==> src/rtl/core/sdlr_pkg.sv <==
// Package with the shared constants, command and status types of the resampler.
package sdlr_pkg;

  // Fixed field widths of the channels and the configuration register.
  localparam int SAMPLE_W = 16;
  localparam int STEP_BITS = 18;
  localparam logic [STEP_BITS-1:0] STEP_RESET = 18'd48637;

  // Default fraction width of the phase accumulator.
  localparam int FRAC_BITS_DEF = 16;

  // A run never produces more results than this for one input frame.
  localparam int MAX_RESULTS = 16;
  localparam int CNT_W = $clog2(MAX_RESULTS);

  // Controller states.
  typedef enum logic [1:0] {
    ST_IDLE,
    ST_CALC,
    ST_LOAD
  } sdlr_state_t;

  // Commands from the controller to the datapath.
  typedef struct packed {
    logic accept_prime;
    logic accept_skip;
    logic accept_run;
    logic calc;
    logic load;
  } sdlr_cmd_t;

  // Status from the datapath to the controller.
  typedef struct packed {
    logic primed;
    logic phase_ge_one;
    logic last;
  } sdlr_status_t;

endpackage

==> src/rtl/core/sdlr_ctrl.sv <==
// Controller state machine that sequences acceptance, interpolation and result hand-off.
module sdlr_ctrl (
  input  logic                    clk,
  input  logic                    rst_n,
  input  logic                    in_valid,
  output logic                    in_ready,
  output logic                    out_valid,
  input  logic                    out_ready,
  input  sdlr_pkg::sdlr_status_t  status,
  output sdlr_pkg::sdlr_cmd_t     cmd
);

  sdlr_pkg::sdlr_state_t state_r, state_nxt;
  logic                  out_valid_r, out_valid_nxt;
  logic                  out_free;

  // The output register can take a new result when empty or being drained.
  assign out_free = !out_valid_r || out_ready;

  // Command decode.
  always_comb begin
    cmd = '0;
    in_ready = 1'b0;
    case (state_r)
      sdlr_pkg::ST_IDLE: begin
        in_ready = 1'b1;
        cmd.accept_prime = in_valid && !status.primed;
        cmd.accept_skip = in_valid && status.primed && status.phase_ge_one;
        cmd.accept_run = in_valid && status.primed && !status.phase_ge_one;
      end
      sdlr_pkg::ST_CALC: begin
        cmd.calc = 1'b1;
      end
      sdlr_pkg::ST_LOAD: begin
        cmd.load = out_free;
      end
      default: begin
        cmd = '0;
      end
    endcase
  end

  // Next state.
  always_comb begin
    state_nxt = state_r;
    case (state_r)
      sdlr_pkg::ST_IDLE: begin
        if (in_valid && status.primed && !status.phase_ge_one) begin
          state_nxt = sdlr_pkg::ST_CALC;
        end
      end
      sdlr_pkg::ST_CALC: begin
        state_nxt = sdlr_pkg::ST_LOAD;
      end
      sdlr_pkg::ST_LOAD: begin
        if (out_free) begin
          state_nxt = status.last ? sdlr_pkg::ST_IDLE : sdlr_pkg::ST_CALC;
        end
      end
      default: begin
        state_nxt = sdlr_pkg::ST_IDLE;
      end
    endcase
  end

  // Output valid flag: set on a load, cleared when the transaction completes.
  always_comb begin
    if (cmd.load) begin
      out_valid_nxt = 1'b1;
    end else if (out_ready) begin
      out_valid_nxt = 1'b0;
    end else begin
      out_valid_nxt = out_valid_r;
    end
  end

  always_ff @(posedge clk) begin
    if (!rst_n) begin
      state_r <= sdlr_pkg::ST_IDLE;
      out_valid_r <= 1'b0;
    end else begin
      state_r <= state_nxt;
      out_valid_r <= out_valid_nxt;
    end
  end

  assign out_valid = out_valid_r;

endmodule

==> config.mk <==
export PLATFORM = sky130hd
export DESIGN_NAME = sdlr_ctrl
export DESIGN_NICKNAME = d
export VERILOG_FILES = /design/src/rtl/core/sdlr_pkg.sv /design/src/rtl/core/sdlr_ctrl.sv
export SDC_FILE = /design/constraint.sdc
export NUM_CORES = 1
export LEC_CHECK = 0
export ABC_AREA = 0
export BUFFER_PORTS_ARGS = -buffer_cell sky130_fd_sc_hd__buf_2
export CAP_MARGIN = 20
export CORE_AREA = 10 10 47 49
export DETAILED_ROUTE_END_ITERATION = 8
export DIE_AREA = 0 0 57 59
export GPL_ROUTABILITY_DRIVEN = 0
export PLACE_DENSITY_LB_ADDON = 0.12
export SLEW_MARGIN = 20
export SYNTH_ARGS = -nofsm -noshare
export SYNTH_HDL_FRONTEND = slang
export SYNTH_SLANG_ARGS = --single-unit
==> constraint.sdc <==
create_clock -name clk -period 1.3 [get_ports clk]
set_clock_uncertainty 0.15 [all_clocks]
set_input_delay 0.13 -clock clk [delete_from_list [all_inputs] [get_ports clk]]
set_output_delay 0.13 -clock clk [all_outputs]
set_load 0.02 [all_outputs]
---- After elaboration in Yosys (flattened, before gate mapping) ----
Index checks and enable logic that the tools add are counted.
operators by class
  reduce and logical (&&, ||, !) cells .... 11
  mux-type cells .......................... 10
  equality and inequality tests ........... 4
operators with widths
  operator                                        count
  2-to-1 mux 1 bit                                6
  one-hot mux 2 bit (3 select lines)              1
  logical AND 1 bit                               4
  2-to-1 mux 2 bit                                2
  != test 2 bit (second input constant)           2
  logical NOT 1 bit                               3
  2-to-1 mux 3 bit                                1
  == test 2 x 1 -> 1 bit (second input constant)  1
  == test 2 bit (second input constant)           1
  logical NOT 2 bit                               1
  AND reduction 2 bit                             1
  nonzero test 2 bit                              1
  logical OR 1 bit                                1
word-level totals
  bits in registers ....................... 3
  word-level logic and storage cells ...... 27
  input port bits ......................... 7
  output and inout port bits .............. 7

---- Logic depth before layout (Yosys ltp) ----
Gate-level depths: netlist (run 1).
  depth after elaboration ................. 4
  gate-level depth with buffers ........... 3

---- Least setup slack after synthesis (run 1) ----
No wires, ideal clock.
  kind .................................... reg-to-output
  start ................................... reg state_r[0]
  end ..................................... out cmd[2] (netlist name)
  arrival time ............................ 1,240 ps
  slack ................................... -220 ps
  cell stages (with the launch flop) ...... 4
  path buffers ............................ 0
  data required time ...................... 1,020 ps
  cells stage by stage .................... dfxtp_1 nor2_2 nand2_1 nor3b_1
RTL lines
  element                 RTL line         RTL
  from (decl)             sdlr_ctrl.sv:13  sdlr_pkg::sdlr_state_t state_r, state_nxt;
  from (signal assigned)  sdlr_ctrl.sv:79  state_r <= sdlr_pkg::ST_IDLE;
  from (signal assigned)  sdlr_ctrl.sv:82  state_r <= state_nxt;
  to (decl)               sdlr_ctrl.sv:10  output sdlr_pkg::sdlr_cmd_t cmd

==> summary.md, run 1 <==
| Metric | Value |
|---|---|
| Worst reg2reg path startpoint | `state_r[1]` |
| Synth cell types | `15` |
| CTS clk-pin slew, worst paths | `0.04 ns` |
| Peak VDD IR | `0.000297 V` |
| Post-synthesis sequential area ratio | `32.4%` |
| Worst slew pin tran | `between 0.2 and 0.25 ns` |
| Ys Warns | `0` |
| Fraction of layout instances using a drive strength above 1 | `between 60% and 70%` |
| Status | `finished with violations` |
| Clock power share | `50.2%` |
| Max-cap violations | `0` |
| Setup Crit Path Kind | `reg -> out` |
| # DRC | `0` |
| Setup crit end kind | `primary output` |
| Max-slew violations | `0` |
| Synth area leaders | `dfxtp_1 (32%), buf_4 (8.1%), and4bb_1 (6.8%)` |
| Min Hold Slack | `roughly 0.12 ns` |
| Vias | `206` |
| Rows | `14` |
| Slew HR | `86.2%` |
| Dpl cell area | `267 µm²` |
| Vias in the first global route | `231` |
| Syn_nets | `29` |
| Initial core utilization | `13.2%` |
| Critical Path Source | `state_r[1]` |
| Top cell type's share of synthesized area | `roughly 32%` |
| Shortest period the worst path allows | `1.36 ns` |
| Final nets | `between 40 and 50` |
| Violated checks | `negative setup slack` |
| Initial antenna violation count | `0` |
| Via density | `3.81` |
| Startpoint Class | `flip-flop` |
| Syn_area_per_cell | `8.42 µm²` |
| Final setup fails | `1` |
| Primary FF master, synth | `dfxtp_1` |
| Die W | `57 µm` |
| Final Core Density | `23.7%` |
| Worst Hold Class | `in -> reg` |
| Crit path arrival time | `1.08 ns` |
| Area delta synth->final | `79.1%` |
| CTS tree | `built` |
| Combinational power share | `18.8%` |
| Sw frac | `24.2%` |
| First-pass GRT wire length | `1.01 mm` |
| Hold Path Origin | `out_ready` |
| Largest net degree at the start of global routing | `6` |
| Io pins | `14` |
| H-tree levels | `1` |
| Clock Tree Root | `clkbuf_4` |
| Tcrit/Tclk final | `105%` |
| Diode count | `0` |
| Die Height | `59 µm` |
| Seq cells post-synth | `3` |
| Clock tree buffer depth | `2` |
| GRT Total Usage | `between 3 and 4%` |
| Unrepaired setup endpoints after global routing | `yes` |
| Max frequency | `735 MHz` |
| CTS sink cnt | `3` |
| Cells after synthesis | `22` |
| Synthesized cell area | `185 µm²` |
| Post-synth top area cell | `dfxtp_1` |
| Initial drt markers | `3` |
| Setup bufs post-CTS | `0` |
| Drt total wl | `593 µm` |
| Final ANT Viol Nets | `0` |
| Leakage | `0.000155 µW` |
| Final Cell Area | `332 µm²` |
| Worst path required time | `1.02 ns` |
| Final hold viol count | `0` |
| P_int | `around 240 µW` |
| Crit Path Max Fanout | `5` |
| IO buf count | `13` |
| PnR worst setup slack | `-0.0601 ns` |
| Gr ovfl total | `0` |
| Ys async rst share | `0%` |
| Reg power frac | `between 30 and 40%` |
| Total CTS buffers | `3` |
| EDFF count, synth | `0` |
| Power Density | `roughly 950 nW/µm²` |
| Drt wl/cell | `11.0 µm` |
| Latest clock arrival within the worst-skew pair | `0.23 ns` |
| TritonRoute pass-1 iters | `2` |
| Sw power | `76.3 µW` |
| Core Area | `1400 µm²` |
| Hpwl dp | `between 400 and 500 µm` |
| Area of the die | `3360 µm²` |
| Top cells by count, synth | `dfxtp_1 (3), nor2_1 (3), buf_4 (2), nand2_1 (2), nand2b_1 (2)` |
-- logic make-up (layout without fill, tap and decap cells) --
kind of cell,count (synthesis),after routing,share of synthesized area [%]
AND/OR/NAND/NOR,13,13,46.0
flip-flops,3,3,32.4
buffers and inverters,3,19,10.1
AO/OA/AOI/OAI,3,3,11.5
-- layout make-up --
type | count | area [µm²]
multi-input combinational | 16 | 130
sequential | 3 | 62.6
timing repair buffer | 14 | 88.8
tap | 16 | 20.0
inverter | 1 | 3.75
fill | 170 | 1070
clock buffer | 4 | 26.3
-- path summary, 6_finish.rpt --
path,slack (ns),to,cells after the start
worst max-delay path,-0.06,cmd[2],4
worst min-delay path,0.12,out_valid,3
worst max register to register,0.20,state_r[0],3
worst min register to register,0.33,state_r[0],1
-- sequential cells by signal, summed over array words and instances (netlist names) --
| signal | flops |
|---|---|
| out_valid | 1 |
| state_r | 2 |
-- timing repair --
action | 4_1_cts | 5_1_grt
hold buffers | 1 | 0
hold endpoints to repair | 1 | 0
gates resized for setup | 9 | 1
pin swaps | 3 | 0
endpoints found under the setup margin | 5 | 5
-- critical path, cell delays in order (launching register included) --
cell and delay [ns]:
dfxtp_2 0.34, nor2_4 0.13, nand2_4 0.07, nor3b_4 0.18, buf_6 0.14
-- cells in the final DEF (no fill, tap or decap), drive strengths merged --
master	n
nor2	4
and2b	1
and4bb	1
clkbuf	4
nand2	2
o21a	1
nor3b	2
buf	13
nand2b	2
a21boi	1
nor2b	1
dfxtp	3
inv	1
a31oi	1
dlygate4sd3	1
-- power by group through the flow --
| stage | clock (µW) | sequential, µW | combinational, µW |
|---|---|---|---|
| floorplan | 0 | 98.5 | 29.8 |
| global placement | 0 | 98.2 | 50.1 |
| detailed placement | 0 | 98.3 | 50.4 |
| CTS | 167 | 97.8 | 58.2 |
| global route | 176 | 98.4 | 65.2 |
| finish | 158 | 98.0 | 59.2 |
-- metrics by stage --
step	total power (µW)	instances	TNS, ns	worst slack, ns
4_1_cts	323	54	-0.0817	-0.0720
3_5_place_dp	149	49	0	0.0606
3_3_place_gp	148	49	0	0.0916
5_1_grt	339	54	-0.315	-0.132
2_1_floorplan	128	22	-0.0578	-0.0290
6_report	316	54	-0.0601	-0.0601
-- routing by layer --
| layer | share of wire [%] | track usage [%] | vias to the layer above |
|---|---|---|---|
| met3 | 16 | 3.22 | 2 |
| met4 | 0.84 | 4.03 | 0 |
| met5 | 0 | 0 | - |
| met1 | 40 | 3.69 | 91 |
| met2 | 43 | 5.27 | 10 |
| li1 | - | - | 103 |
(Power assumes the default switching activity.)
==> run 2, diff against run 1 <==
--- a/config.mk
+++ b/config.mk
@@ -8,6 +8,8 @@
 export ABC_AREA = 0
 export BUFFER_PORTS_ARGS = -buffer_cell sky130_fd_sc_hd__buf_2
 export CAP_MARGIN = 20
+export CELL_PAD_IN_SITES_DETAIL_PLACEMENT = 1
+export CELL_PAD_IN_SITES_GLOBAL_PLACEMENT = 2
 export CORE_AREA = 10 10 47 49
 export DETAILED_ROUTE_END_ITERATION = 8
 export DIE_AREA = 0 0 57 59
==> summary.md, run 2 (synthesized netlist as in run 1, its figures left out) <==
| Metric | Value |
|---|---|
| Status | `finished with violations` |
| Violated checks | `negative setup slack` |
| CTS tree | `built` |
| P_int | `237 µW` |
| Rows | `14` |
| Hpwl dp | `~500 µm` |
| Worst reg2reg path startpoint | `state_r[1]` |
| Final ANT Viol Nets | `0` |
| Worst Hold Class | `in -> reg` |
| Drt wl/cell | `11.0 µm` |
| Vias in the first global route | `241` |
| Setup bufs post-CTS | `0` |
| Worst Hold Depth | `3` |
| Total CTS buffers | `3` |
| Hold endpoint | `out_valid` |
| Worst path required time | `1.02 ns` |
| Area delta synth->final | `77.7%` |
| Vias | `207` |
| CTS clk-pin slew, worst paths | `0.03 ns` |
| Crit Path Max Fanout | `5` |
| Most flops, register | `state_r` |
| Largest net degree at the start of global routing | `6` |
| Shortest period the worst path allows | `between 1 and 1.5 ns` |
| Area of the die | `between 3000 and 4000 µm²` |
| Final Cell Area | `329 µm²` |
| Finished Layout Cells | `54` |
| Via density | `~3.8` |
| Core Area | `1400 µm²` |
| Initial antenna violation count | `0` |
| Die W | `about 57 µm` |
| Io pins | `14` |
| # fillers | `183` |
| GRT Total Usage | `4.06%` |
| Leakage | `about 0.00015 µW` |
| Startpoint Class | `flip-flop` |
| Tcrit/Tclk final | `105%` |
| H-tree levels | `1` |
| Diode count | `0` |
| Crit path arrival time | `~1.1 ns` |
| FF-to-FF path depth | `3` |
| IO buf count | `13` |
| First-pass GRT wire length | `roughly 1.0 mm` |
| Max reg flops | `2` |
| Setup Crit Path Kind | `reg -> out` |
| Sw frac | `~24%` |
| Final nets | `46` |
| CTS sink cnt | `3` |
| Clock Tree Root | `clkbuf_4` |
| Slew HR | `88.0%` |
| Setup crit end kind | `primary output` |
| Sw power | `76.5 µW` |
| Initial core utilization | `between 10% and 20%` |
| Clock power share | `approximately half` |
| Hold Path Origin | `out_ready` |
| DP Cell Count | `49` |
| Power Density | `952 nW/µm²` |
| Combinational power share | `18.1%` |
| Most common cell after layout, fill and taps aside | `buf_2` |
| Drt total wl | `around 590 µm` |
| Max-slew violations | `0` |
| Initial drt markers | `4` |
| Worst slew pin tran | `0.180 ns` |
| Clock tree buffer depth | `2` |
| Max-cap violations | `0` |
| Min Hold Slack | `between 0.1 and 0.15 ns` |
| Final setup fails | `3` |
| Latest clock arrival within the worst-skew pair | `~0.23 ns` |
| Commonest cells after routing, fill and taps aside | `buf_2 (9), nor2_1 (3), clkbuf_4 (3), buf_4 (3), nand2b_1 (2)` |
| Dpl cell area | `267 µm²` |
| Unrepaired setup endpoints after global routing | `yes` |
| Die Height | `59 µm` |
| # DRC | `0` |
| PnR worst setup slack | `-0.0677 ns` |
| Gr ovfl total | `0` |
| Fraction of layout instances using a drive strength above 1 | `60.5%` |
| R2R Setup Slk | `0.24 ns` |
| TritonRoute pass-1 iters | `2` |
| TNS Setup | `-0.0783 ns` |
| Final hold viol count | `0` |
| Peak VDD IR | `0.000287 V` |
| Reg power frac | `30.7%` |
| Max frequency | `731 MHz` |
| RR Endpoint | `state_r[0]` |
-- run 2: timing repair --
| action | 4_1_cts | 5_1_grt |
|---|---|---|
| setup endpoints to repair | 5 | 4 |
| gates cloned | 0 | 0 |
| pin swaps | 4 | 1 |
| gates resized for setup | 10 | 0 |
| hold buffers | 1 | 0 |
| hold endpoints to repair | 1 | 0 |
-- run 2: layer usage --
metal	routed length (µm)	up-vias	GRT usage (%)
met3	44	0	2.58
met4	0	0	4.03
met1	254	94	3.31
met5	0	-	0
met2	294	8	6.51
li1	-	105	-
-- run 2: final cells by class --
cell class / count / area, µm² / area share (%)
inverter: 1 / 3.75 / 1.14
tap: 16 / 20.0 / 6.08
timing repair buffer: 14 / 88.8 / 27.0
multi-input combinational: 16 / 125 / 38.0
sequential: 3 / 65.1 / 19.8
clock buffer: 4 / 26.3 / 7.98
-- run 2: through the flow --
stage / power (µW) / setup WS [ns] / util [%]
floorplan: 128 / -0.0290 / -
global placement: 148 / 0.0751 / 19.0
detailed placement: 149 / 0.0708 / 19.0
CTS: 324 / -0.0840 / 23.5
global route: 337 / -0.144 / 23.5
finish: 313 / -0.0677 / 23.5
-- run 2: power groups by stage --
stage | combinational [µW] | sequential (µW) | clock (µW)
after CTS | 58.1 | 96.2 | 170
after floorplan | 29.8 | 98.5 | 0
after detailed placement | 50.3 | 98.4 | 0
final | 56.8 | 96.2 | 160
after global routing | 62.8 | 96.6 | 177
after global placement | 49.5 | 98.4 | 0
-- run 2: worst max-delay path by stage --
stage / start / endpoint / slack (ns)
floorplan: state_r[0] / cmd[3] / -0.03
global placement: state_r[0] / cmd[2] / 0.08
detailed placement: state_r[0] / cmd[2] / 0.07
CTS: state_r[1] / cmd[2] / -0.08
global route: state_r[1] / cmd[2] / -0.14
finish: state_r[1] / cmd[2] / -0.07
-- run 2: worst max-delay path: stages (launching register included) --
cell and delay, ns:
dfxtp_4 0.35, nor2_4 0.11, nand2_2 0.08, nor3b_4 0.18, buf_6 0.14
